### config.mk
export PLATFORM = sky130hd
export DESIGN_NAME = sha1_stream_hasher_flat
export DESIGN_NICKNAME = d
export VERILOG_FILES = /design/src/rtl/sha1s_pkg.sv /design/src/rtl/sha1s_ifs.sv /design/src/rtl/sha1s_front.sv /design/src/rtl/sha1s_queue.sv /design/src/rtl/sha1s_core.sv /design/src/rtl/sha1_stream_hasher.sv /design/src/flat_wrapper.sv
export SDC_FILE = /design/constraint.sdc
export NUM_CORES = 2
export LEC_CHECK = 0
export BUFFER_PORTS_ARGS = -buffer_cell sky130_fd_sc_hd__clkbuf_2
export CAP_MARGIN = 10
export CORE_MARGIN = 1.5
export CORE_UTILIZATION = 55
export CTS_CLUSTER_SIZE = 28
export DETAILED_ROUTE_END_ITERATION = 10
export GPL_TIMING_DRIVEN = 1
export PLACE_DENSITY = 0.69
export SETUP_SLACK_MARGIN = 0.3
export SLEW_MARGIN = 20
export SYNTH_ARGS = -nofsm -noshare
export SYNTH_HDL_FRONTEND = slang
export SYNTH_HIERARCHICAL = 1
export SYNTH_SLANG_ARGS = --single-unit
export TNS_END_PERCENT = 50
### constraint.sdc
create_clock -name clk -period 7.6 [get_ports clk]
set_input_delay 1.52 -clock clk [delete_from_list [all_inputs] [get_ports clk]]
set_output_delay 1.52 -clock clk [all_outputs]
set_load 0.01 [all_outputs]
### src/rtl/sha1s_pkg.sv
package sha1s_pkg;

  localparam int unsigned QUEUE_DEPTH = 4;
  localparam int unsigned QUEUE_AW    = 2;

  localparam logic [31:0] H_INIT [5] = '{
    32'h67452301, 32'hefcdab89, 32'h98badcfe, 32'h10325476, 32'hc3d2e1f0
  };

  localparam logic [31:0] K_00_19 = 32'h5a827999;
  localparam logic [31:0] K_20_39 = 32'h6ed9eba1;
  localparam logic [31:0] K_40_59 = 32'h8f1bbcdc;
  localparam logic [31:0] K_60_79 = 32'hca62c1d6;

  localparam logic [7:0] PAD_BYTE   = 8'h80;
  localparam logic [5:0] PAD_LIMIT  = 6'd55;
  localparam logic [6:0] LAST_ROUND = 7'd79;
  localparam logic [2:0] LAST_IDX   = 3'd4;

  // Work for the back end, as sorted by the front end.
  typedef enum logic [1:0] {
    OP_BYTE,
    OP_BYTE_END,
    OP_END
  } op_t;

  typedef struct packed {
    op_t        op;
    logic [7:0] data;
  } cmd_t;

  typedef enum logic [2:0] {
    ST_IDLE,
    ST_PAD,
    ST_LEN,
    ST_ROUND,
    ST_ADD,
    ST_EMIT
  } state_t;

  // Which block of the message tail is being compressed.
  typedef enum logic [1:0] {
    PH_NONE,
    PH_TWO,
    PH_LAST
  } phase_t;

endpackage

### src/rtl/sha1s_ifs.sv
interface sha1s_in_if;
  logic       valid;
  logic       ready;
  logic [7:0] data_byte;
  logic       has_byte;
  logic       last;

  modport source (output valid, output data_byte, output has_byte, output last,
                  input ready);
  modport sink (input valid, input data_byte, input has_byte, input last,
                output ready);
endinterface

interface sha1s_out_if;
  logic        valid;
  logic        ready;
  logic [31:0] digest_word;
  logic [2:0]  word_index;
  logic        last_word;

  modport source (output valid, output digest_word, output word_index,
                  output last_word, input ready);
  modport sink (input valid, input digest_word, input word_index,
                input last_word, output ready);
endinterface

### src/rtl/sha1s_front.sv
module sha1s_front import sha1s_pkg::*; (
  input  logic       clk,
  input  logic       rst,
  sha1s_in_if.sink   msg,
  output logic       cmd_valid,
  output cmd_t       cmd,
  input  logic       cmd_ready
);

  logic accept;
  logic useful;
  cmd_t cmd_next;

  assign msg.ready = !cmd_valid || cmd_ready;
  assign accept    = msg.valid && msg.ready;

  // Items with neither a byte nor an end mark are dropped here.
  assign useful = msg.has_byte || msg.last;

  always_comb begin
    cmd_next.data = msg.data_byte;
    priority if (msg.has_byte && msg.last) begin
      cmd_next.op = OP_BYTE_END;
    end else if (msg.has_byte) begin
      cmd_next.op = OP_BYTE;
    end else begin
      cmd_next.op = OP_END;
    end
  end

  always_ff @(posedge clk) begin
    if (rst) begin
      cmd_valid <= 1'b0;
    end else if (accept) begin
      cmd_valid <= useful;
    end else if (cmd_ready) begin
      cmd_valid <= 1'b0;
    end
  end

  always_ff @(posedge clk) begin
    if (accept) begin
      cmd <= cmd_next;
    end
  end

endmodule

### src/rtl/sha1s_queue.sv
module sha1s_queue import sha1s_pkg::*; (
  input  logic clk,
  input  logic rst,
  input  logic push_valid,
  input  cmd_t push_cmd,
  output logic push_ready,
  output logic pop_valid,
  output cmd_t pop_cmd,
  input  logic pop_ready
);

  cmd_t                entries [QUEUE_DEPTH];
  logic [QUEUE_AW-1:0] wptr;
  logic [QUEUE_AW-1:0] rptr;
  logic [QUEUE_AW:0]   level;
  logic                push;
  logic                pop;

  assign push_ready = level != (QUEUE_AW+1)'(QUEUE_DEPTH);
  assign pop_valid  = level != '0;
  assign push       = push_valid && push_ready;
  assign pop        = pop_valid && pop_ready;
  assign pop_cmd    = entries[rptr];

  always_ff @(posedge clk) begin
    if (rst) begin
      wptr  <= '0;
      rptr  <= '0;
      level <= '0;
    end else begin
      if (push) begin
        wptr <= wptr + 1'b1;
      end
      if (pop) begin
        rptr <= rptr + 1'b1;
      end
      if (push && !pop) begin
        level <= level + 1'b1;
      end else if (pop && !push) begin
        level <= level - 1'b1;
      end
    end
  end

  always_ff @(posedge clk) begin
    if (push) begin
      entries[wptr] <= push_cmd;
    end
  end

endmodule

### src/rtl/sha1s_core.sv
module sha1s_core import sha1s_pkg::*; (
  input  logic         clk,
  input  logic         rst,
  input  logic         q_valid,
  input  cmd_t         q_cmd,
  output logic         q_ready,
  sha1s_out_if.source  digest
);

  state_t      state;
  state_t      state_next;
  phase_t      phase;
  phase_t      phase_next;
  logic        end_pending;
  logic        end_pending_next;
  logic [28:0] count;
  logic [28:0] count_next;
  logic [6:0]  round;
  logic [6:0]  round_next;
  logic [2:0]  idx;
  logic [2:0]  idx_next;
  logic [31:0] chain [5];
  logic [31:0] chain_next [5];
  logic [31:0] work [5];
  logic [31:0] work_next [5];
  logic [31:0] blk [16];
  logic [31:0] blk_next [16];

  logic        pop;
  logic        has_byte;
  logic        is_end;
  logic        block_full;
  logic [28:0] count_inc;
  logic [31:0] bit_len;
  logic [5:0]  tail;
  logic [31:0] f_val;
  logic [31:0] k_val;
  logic [31:0] temp;
  logic [31:0] w_new;
  logic        out_take;

  assign pop        = q_valid && q_ready;
  assign has_byte   = (q_cmd.op == OP_BYTE) || (q_cmd.op == OP_BYTE_END);
  assign is_end     = (q_cmd.op == OP_BYTE_END) || (q_cmd.op == OP_END);
  assign count_inc  = count + 29'd1;
  assign block_full = count_inc[5:0] == 6'd0;
  assign bit_len    = {count, 3'b000};
  assign tail       = count[5:0];
  assign out_take   = digest.valid && digest.ready;

  // Round function and constant by round group.
  always_comb begin
    if (round < 7'd20) begin
      f_val = (work[1] & work[2]) ^ (~work[1] & work[3]);
      k_val = K_00_19;
    end else if (round < 7'd40) begin
      f_val = work[1] ^ work[2] ^ work[3];
      k_val = K_20_39;
    end else if (round < 7'd60) begin
      f_val = (work[1] & work[2]) ^ (work[1] & work[3]) ^ (work[2] & work[3]);
      k_val = K_40_59;
    end else begin
      f_val = work[1] ^ work[2] ^ work[3];
      k_val = K_60_79;
    end
  end

  assign temp = {work[0][26:0], work[0][31:27]} + f_val + work[4] + k_val + blk[0];

  // The block is a 16-word window that shifts once per round; the word that
  // enters at the top is the next schedule word.
  logic [31:0] w_mix;
  assign w_mix = blk[13] ^ blk[8] ^ blk[2] ^ blk[0];
  assign w_new = {w_mix[30:0], w_mix[31]};

  // Next state.
  always_comb begin
    state_next = state;
    unique case (state)
      ST_IDLE: begin
        if (pop) begin
          if (has_byte && block_full) begin
            state_next = ST_ROUND;
          end else if (is_end) begin
            state_next = ST_PAD;
          end
        end
      end
      ST_PAD:   state_next = ST_ROUND;
      ST_LEN:   state_next = ST_ROUND;
      ST_ROUND: begin
        if (round == LAST_ROUND) begin
          state_next = ST_ADD;
        end
      end
      ST_ADD: begin
        unique case (phase)
          PH_TWO:  state_next = ST_LEN;
          PH_LAST: state_next = ST_EMIT;
          default: state_next = end_pending ? ST_PAD : ST_IDLE;
        endcase
      end
      ST_EMIT: begin
        if (out_take && (idx == LAST_IDX)) begin
          state_next = ST_IDLE;
        end
      end
      default: state_next = ST_IDLE;
    endcase
  end

  // Handshake outputs.
  always_comb begin
    q_ready            = state == ST_IDLE;
    digest.valid       = state == ST_EMIT;
    digest.digest_word = chain[idx];
    digest.word_index  = idx;
    digest.last_word   = idx == LAST_IDX;
  end

  // Datapath.
  always_comb begin
    phase_next       = phase;
    end_pending_next = end_pending;
    count_next       = count;
    round_next       = round;
    idx_next         = idx;
    chain_next       = chain;
    work_next        = work;
    blk_next         = blk;

    unique case (state)
      ST_IDLE: begin
        round_next = '0;
        if (pop && has_byte) begin
          count_next = count_inc;
          for (int i = 0; i < 16; i++) begin
            for (int j = 0; j < 4; j++) begin
              if (6'(i * 4 + j) == tail) begin
                blk_next[i][8 * (3 - j) +: 8] = q_cmd.data;
              end
            end
          end
          if (block_full) begin
            work_next        = chain;
            end_pending_next = is_end;
          end
        end
      end
      ST_PAD: begin
        // Marker byte at the tail, zeros after it.
        for (int i = 0; i < 16; i++) begin
          for (int j = 0; j < 4; j++) begin
            if (6'(i * 4 + j) == tail) begin
              blk_next[i][8 * (3 - j) +: 8] = PAD_BYTE;
            end else if (6'(i * 4 + j) > tail) begin
              blk_next[i][8 * (3 - j) +: 8] = 8'h00;
            end
          end
        end
        end_pending_next = 1'b0;
        work_next        = chain;
        if (tail > PAD_LIMIT) begin
          phase_next = PH_TWO;
        end else begin
          phase_next   = PH_LAST;
          blk_next[14] = '0;
          blk_next[15] = bit_len;
        end
      end
      ST_LEN: begin
        for (int i = 0; i < 15; i++) begin
          blk_next[i] = '0;
        end
        blk_next[15] = bit_len;
        work_next    = chain;
        phase_next   = PH_LAST;
      end
      ST_ROUND: begin
        work_next[0] = temp;
        work_next[1] = work[0];
        work_next[2] = {work[1][1:0], work[1][31:2]};
        work_next[3] = work[2];
        work_next[4] = work[3];
        for (int i = 0; i < 15; i++) begin
          blk_next[i] = blk[i + 1];
        end
        blk_next[15] = w_new;
        round_next   = (round == LAST_ROUND) ? 7'd0 : round + 7'd1;
      end
      ST_ADD: begin
        for (int i = 0; i < 5; i++) begin
          chain_next[i] = chain[i] + work[i];
        end
        idx_next = '0;
      end
      ST_EMIT: begin
        if (out_take) begin
          if (idx == LAST_IDX) begin
            chain_next = H_INIT;
            count_next = '0;
            phase_next = PH_NONE;
            idx_next   = '0;
          end else begin
            idx_next = idx + 3'd1;
          end
        end
      end
      default: ;
    endcase
  end

  always_ff @(posedge clk) begin
    if (rst) begin
      state       <= ST_IDLE;
      phase       <= PH_NONE;
      end_pending <= 1'b0;
      count       <= '0;
      round       <= '0;
      idx         <= '0;
      chain       <= H_INIT;
    end else begin
      state       <= state_next;
      phase       <= phase_next;
      end_pending <= end_pending_next;
      count       <= count_next;
      round       <= round_next;
      idx         <= idx_next;
      chain       <= chain_next;
    end
  end

  always_ff @(posedge clk) begin
    work <= work_next;
    blk  <= blk_next;
  end

endmodule

### src/rtl/sha1_stream_hasher.sv
// Channel  Role    Payload                                   Accepted when
// msg      sink    data_byte[7:0], has_byte, last            valid && ready
// digest   source  digest_word[31:0], word_index[2:0],       valid && ready
//                  last_word
//
// Each message byte is written into the block by the back end; a full block then
// runs its rounds and a chaining step. At the message end the tail is padded,
// one or two tail blocks are compressed, and then the back end sends five
// digest items, one per cycle while digest is ready.
// A four-item queue lets msg keep taking items while the rounds run.
// Reset is synchronous and returns the hash to its initial value.
module sha1_stream_hasher import sha1s_pkg::*; (
  input  logic         clk,
  input  logic         rst,
  sha1s_in_if.sink     msg,
  sha1s_out_if.source  digest
);

  logic cmd_valid;
  logic cmd_ready;
  cmd_t cmd;
  logic q_valid;
  logic q_ready;
  cmd_t q_cmd;

  sha1s_front u_front (
    .clk       (clk),
    .rst       (rst),
    .msg       (msg),
    .cmd_valid (cmd_valid),
    .cmd       (cmd),
    .cmd_ready (cmd_ready)
  );

  sha1s_queue u_queue (
    .clk        (clk),
    .rst        (rst),
    .push_valid (cmd_valid),
    .push_cmd   (cmd),
    .push_ready (cmd_ready),
    .pop_valid  (q_valid),
    .pop_cmd    (q_cmd),
    .pop_ready  (q_ready)
  );

  sha1s_core u_core (
    .clk     (clk),
    .rst     (rst),
    .q_valid (q_valid),
    .q_cmd   (q_cmd),
    .q_ready (q_ready),
    .digest  (digest)
  );

  // The back end takes no queued work while a digest is going out.
  a_no_pop_while_emit: assert property (@(posedge clk) disable iff (rst)
    digest.valid |-> !q_ready)
    else $error("queue popped during digest output");

  // After the final digest word the block is idle again.
  a_idle_after_last: assert property (@(posedge clk) disable iff (rst)
    (digest.valid && digest.ready && digest.last_word) |=> !digest.valid)
    else $error("digest output continued after the final word");

  // Digest words go out in order with no gap.
  a_word_order: assert property (@(posedge clk) disable iff (rst)
    (digest.valid && digest.ready && !digest.last_word) |=>
      (digest.valid && (digest.word_index == $past(digest.word_index) + 3'd1)))
    else $error("digest word order broken");

endmodule

### src/flat_wrapper.sv
// flat-port wrapper written by rule: the top's interface ports become plain ports
module sha1_stream_hasher_flat import sha1s_pkg::*;
  (clk, rst, msg_valid, msg_data_byte, msg_has_byte, msg_last, msg_ready, digest_valid, digest_digest_word, digest_word_index, digest_last_word, digest_ready);
  sha1s_in_if msg_i ();
  sha1s_out_if digest_i ();
  input  logic clk;
  input  logic rst;
  input wire logic [$bits(msg_i.valid)-1:0] msg_valid;
  input wire logic [$bits(msg_i.data_byte)-1:0] msg_data_byte;
  input wire logic [$bits(msg_i.has_byte)-1:0] msg_has_byte;
  input wire logic [$bits(msg_i.last)-1:0] msg_last;
  output wire logic [$bits(msg_i.ready)-1:0] msg_ready;
  output wire logic [$bits(digest_i.valid)-1:0] digest_valid;
  output wire logic [$bits(digest_i.digest_word)-1:0] digest_digest_word;
  output wire logic [$bits(digest_i.word_index)-1:0] digest_word_index;
  output wire logic [$bits(digest_i.last_word)-1:0] digest_last_word;
  input wire logic [$bits(digest_i.ready)-1:0] digest_ready;
  assign msg_i.valid = msg_valid;
  assign msg_i.data_byte = msg_data_byte;
  assign msg_i.has_byte = msg_has_byte;
  assign msg_i.last = msg_last;
  assign msg_ready = msg_i.ready;
  assign digest_valid = digest_i.valid;
  assign digest_digest_word = digest_i.digest_word;
  assign digest_word_index = digest_i.word_index;
  assign digest_last_word = digest_i.last_word;
  assign digest_i.ready = digest_ready;
  sha1_stream_hasher u_core (.clk(clk), .rst(rst), .msg(msg_i), .digest(digest_i));
endmodule
==> results <==
- The endpoint arrival time on the critical path is 6810 ps.
- The warning count from the yosys run is 6.
- The reg-to-reg critical path startpoint is u_core/u_core/round[4].
- The number of clock buffers inserted by TritonCTS is 102.
- Along the worst path, the maximum fanout reaches 15.
- The number of I/O pins is 52.
- After global routing the overflow that remains totals 0.
- The count of input and output buffers is 51.
- The initial core utilization is between 50% and 60%.
- The category of the worst setup path launch point is a flop.
- Cells with a size suffix above 1 make up 8.15% of the layout.
- The maximum number of pins on one net before global-route repair is a little under 200.
- The full die area is just under 100000 sq um.
- The top achievable clock speed is 0.156 GHz.
- The worst hold path was traced through 2 stages.
- The net count of the finished layout is ~5200.
- The growth of design area from synthesis to finish is 8.85%.
- The clock period could shrink to 6400 ps.
- The total number of placement rows is 112.
- Setup repair after global routing left no endpoint under its margin.
- The worst setup path category is reg -> reg.
- The number of cells on the worst reg-to-reg path is 21.
- The number of nets produced by synthesis is 5228.
- The worst max-slew margin expressed relative to the limit is 11.7%.
- At the end of routability-driven placement, the weighted congestion stood at 0.961.
- The initial antenna violation count came to 0.
- The clock sink count is between 900 and 1000.
- The clock passes through at most 3 buffers.
- The min-delay analysis places its worst path in the category reg -> reg.
- The worst min-delay path startpoint is u_core/u_core/count[28].
- Summing every instance area after synthesis gives 52300 sq um.
- In the final routed layout, each cell accounts on average for 24.0 microns.
- The number of antenna diodes in the final layout is 0.
- The setup violation total in the final timing report is 0.
- The setup check on the worst reg-to-reg path leaves a slack of between 1000 and 1500 ps.
- The number of enable-type register cells in the synthesized netlist is slightly above 700.
- The vertical die dimension is 312 microns.
- The data required time of the critical path is 8010 ps.
- The capture endpoint of the worst hold path is u_core/u_core/count[28].
- After filler insertion, the fill cell instance count of the layout stands at 7678.
- For the pin with the worst max-slew slack, the measured transition is 1320 ps.
- The post-synthesis instance total is 4881.
- The number of global-route vias before repair was approximately 37000.
- The sum of net half-perimeters after detailed placement is 102000 microns.
- The final clock period utilization by the worst path is 84.2%.
- The register bit count reported by yosys is 937.
- Hold repair after CTS inserted 0 buffers.
- The count of cell types in the netlist is approximately 110.
- STA classifies the critical path endpoint as a flop.
- The clock tree skew after final layout is 49.2 ps.
- For this run, the leading register cell type out of synthesis is sky130_fd_sc_hd__edfxtp_1.
- The total routing usage reported by global routing is roughly 30%.
- The residual DRC count is 0.
- The DRC marker count from the first detailed-route iteration is 4399.
- The number of maximum-capacitance violations is 0.
- The endpoint of the worst register-to-register path is u_core/u_core/work[159].
- The later pin in the worst-skew pair is clocked with a latency of 700 ps.
- The detail route stage leaves a number of antenna-violating nets equal to 0.
- The final total negative setup slack is 0 ps.
- The flow ran to the end, and the final reports show no timing, DRC or antenna violations.
- The number of gates resized after CTS was 0.
- The H-tree was split into 3 levels.
- Sequential cells were found to cover 49.6% of the synthesized design area.
- The core area is 93700 sq um.
- The mean post-synth cell area is ~11 sq um.
- The count of endpoints failing hold in the final timing report is 0.
- The first TritonRoute pass finished after 6 iterations.
- The root buffer selected by CTS is sky130_fd_sc_hd__clkbuf_16.
- The ratio of routed vias to standard cells is about 6.2.
- The total via count in the routed design is 38100.
- For this block, the routed nets add up to ~150000 microns of wire.
- The first global-routing pass estimated 224000 microns of wire.
- The count of pins over their slew limit is 0.
- Clock-pin slew was measured on the worst setup and hold paths at 60 ps.
- TritonCTS built the clock tree.
- The count of buffers added by post-CTS timing repair for setup is 0.
- In the synthesized netlist the async set-or-reset flop fraction comes to 0%.
- From left edge to right edge, the die measures about 310 microns.
==> cell families (layout without fill, tap and decap cells) <==
group	Yosys count	after routing	share of synthesized area, %
flip-flops	937	937	49.6
XOR/XNOR	272	272	4.55
multiplexers	80	80	2.58
AND/OR/NAND/NOR	1242	1242	10.4
adder cells (fa/ha/maj)	333	333	9.77
buffers and inverters	552	564	4.03
AO/OA/AOI/OAI	1465	1465	19.0
==> layer usage <==
layer / global-route usage (%) / wire length (microns)
met1: 42.1 / 61500
met2: 47.7 / 69000
met3: 4.41 / 11600
met4: 10.5 / 5270
met5: 0 / 0
==> worst max path at each step <==
stage | endpoint | depth (start not counted) | slack [ps] | from
finish | u_core/u_core/work[159] | 21 | 1200 | u_core/u_core/round[4]
global route | u_core/u_core/work[154] | 22 | 640 | u_core/u_core/round[3]
CTS | u_core/u_core/work[154] | 22 | 1160 | u_core/u_core/round[4]
detailed placement | u_core/u_core/work[154] | 22 | 1170 | u_core/u_core/round[4]
global placement | u_core/u_core/work[154] | 22 | 1250 | u_core/u_core/round[4]
floorplan | u_core/u_core/work[0] | 8 | 2080 | flop
==> metrics by stage <==
step	util, %	cells	instance area [sq um]	setup slack [ps]	hold WS, ps
2_1_floorplan	-	4881	52300	2080	458
3_3_place_gp	57.1	5954	53500	1250	478
3_5_place_dp	57.1	5954	53500	1170	486
4_1_cts	60.7	6147	57000	1160	493
5_1_grt	60.8	6147	57000	635	518
6_report	60.8	6147	57000	1200	494
==> layout make-up <==
class | instances | area (sq um) | share of cell area [%]
inverter | 274 | 1030 | 1.81
sequential | 937 | 26000 | 45.6
tap | 1254 | 1570 | 2.75
clock buffer | 137 | 2840 | 4.98
clock inverter | 56 | 572 | 1.00
timing repair buffer | 97 | 638 | 1.12
multi-input combinational | 3392 | 24300 | 42.7
==> cell usage after synthesis (23+ instances only) <==
master / count / share of area [%]
sky130_fd_sc_hd__edfxtp_1: 722 / 41
sky130_fd_sc_hd__a21oi_1: 306 / 2.9
sky130_fd_sc_hd__o21ai_0: 280 / 2.7
sky130_fd_sc_hd__inv_1: 273 / 2.0
sky130_fd_sc_hd__nand2_1: 617 / 4.4
sky130_fd_sc_hd__and2_1: 25 / 0.30
sky130_fd_sc_hd__ha_1: 207 / 4.9
sky130_fd_sc_hd__nand3_1: 51 / 0.49
sky130_fd_sc_hd__o21a_1: 31 / 0.44
sky130_fd_sc_hd__mux4_2: 42 / 1.8
sky130_fd_sc_hd__xnor2_1: 149 / 2.5
sky130_fd_sc_hd__a31oi_1: 26 / 0.31
sky130_fd_sc_hd__a221o_1: 84 / 1.6
sky130_fd_sc_hd__and3_1: 27 / 0.32
sky130_fd_sc_hd__fa_1: 126 / 4.8
sky130_fd_sc_hd__mux2i_1: 24 / 0.46
sky130_fd_sc_hd__nand2b_1: 48 / 0.57
sky130_fd_sc_hd__xor2_1: 123 / 2.1
sky130_fd_sc_hd__dfxtp_1: 215 / 8.2
sky130_fd_sc_hd__nor3_1: 42 / 0.40
sky130_fd_sc_hd__nor2_1: 309 / 2.2
sky130_fd_sc_hd__buf_1: 41 / 0.29
sky130_fd_sc_hd__a21o_1: 495 / 7.1
sky130_fd_sc_hd__clkbuf_1: 226 / 1.6
sky130_fd_sc_hd__a211oi_1: 23 / 0.33
==> worst max-delay path, cell delays in order (launching register included) <==
cell	delay, ps
sky130_fd_sc_hd__dfxtp_1	470
sky130_fd_sc_hd__a41oi_1	530
sky130_fd_sc_hd__nand2_1	230
sky130_fd_sc_hd__inv_1	80
sky130_fd_sc_hd__nor2_2	600
sky130_fd_sc_hd__inv_1	510
sky130_fd_sc_hd__nor2_1	220
sky130_fd_sc_hd__nor2_1	70
sky130_fd_sc_hd__fa_1	480
sky130_fd_sc_hd__inv_1	60
sky130_fd_sc_hd__fa_1	530
sky130_fd_sc_hd__inv_1	40
sky130_fd_sc_hd__ha_1	370
sky130_fd_sc_hd__a311oi_1	350
sky130_fd_sc_hd__nor2_1	100
sky130_fd_sc_hd__a32o_1	250
sky130_fd_sc_hd__a31oi_1	260
sky130_fd_sc_hd__a21oi_1	170
sky130_fd_sc_hd__nor4_1	400
sky130_fd_sc_hd__o31ai_1	160
sky130_fd_sc_hd__xnor2_1	140
sky130_fd_sc_hd__o21ai_0	90
==> registers in the layout, summed over array words and instances, names as in the netlist, named ones only <==
name	cells
u_core/u_core/chain	160
u_core/u_core/work	160
u_core/u_queue/entries	40
u_core/u_front/cmd	10
u_core/u_core/blk	512
u_core/u_core/phase	2
u_core/u_core/round	7
u_core/u_front/cmd_valid	1
u_core/u_core/state	3
u_core/u_queue/rptr	2
u_core/u_queue/wptr	2
u_core/u_core/digest.word_index	3
u_core/u_queue/level	3
u_core/u_core/count	29
u_core/u_core/end_pending	1
==> layout by cell type, fill, tap and decap left out, drive strengths merged, types with 15 or more instances in the layout <==
master  instances
xnor2         149
a21o          496
or3            22
and2           28
inv           275
nand3          52
edfxtp        722
fa            126
nor3           44
and3           29
a211oi         25
a221o          84
or2            15
o31ai          24
clkinv         43
clkbuf        188
o22ai          19
o21a           31
nor2          312
nand4          19
mux2i          24
buf            46
o21ai         289
a31oi          27
dfxtp         215
mux4           42
o21bai         20
nor2b          22
nand2         618
ha            207
xor2          123
a21oi         309
nand2b         49
Power is not shown: default switching activity piles up to over one toggle a cycle in this logic, so the estimate is an artifact.
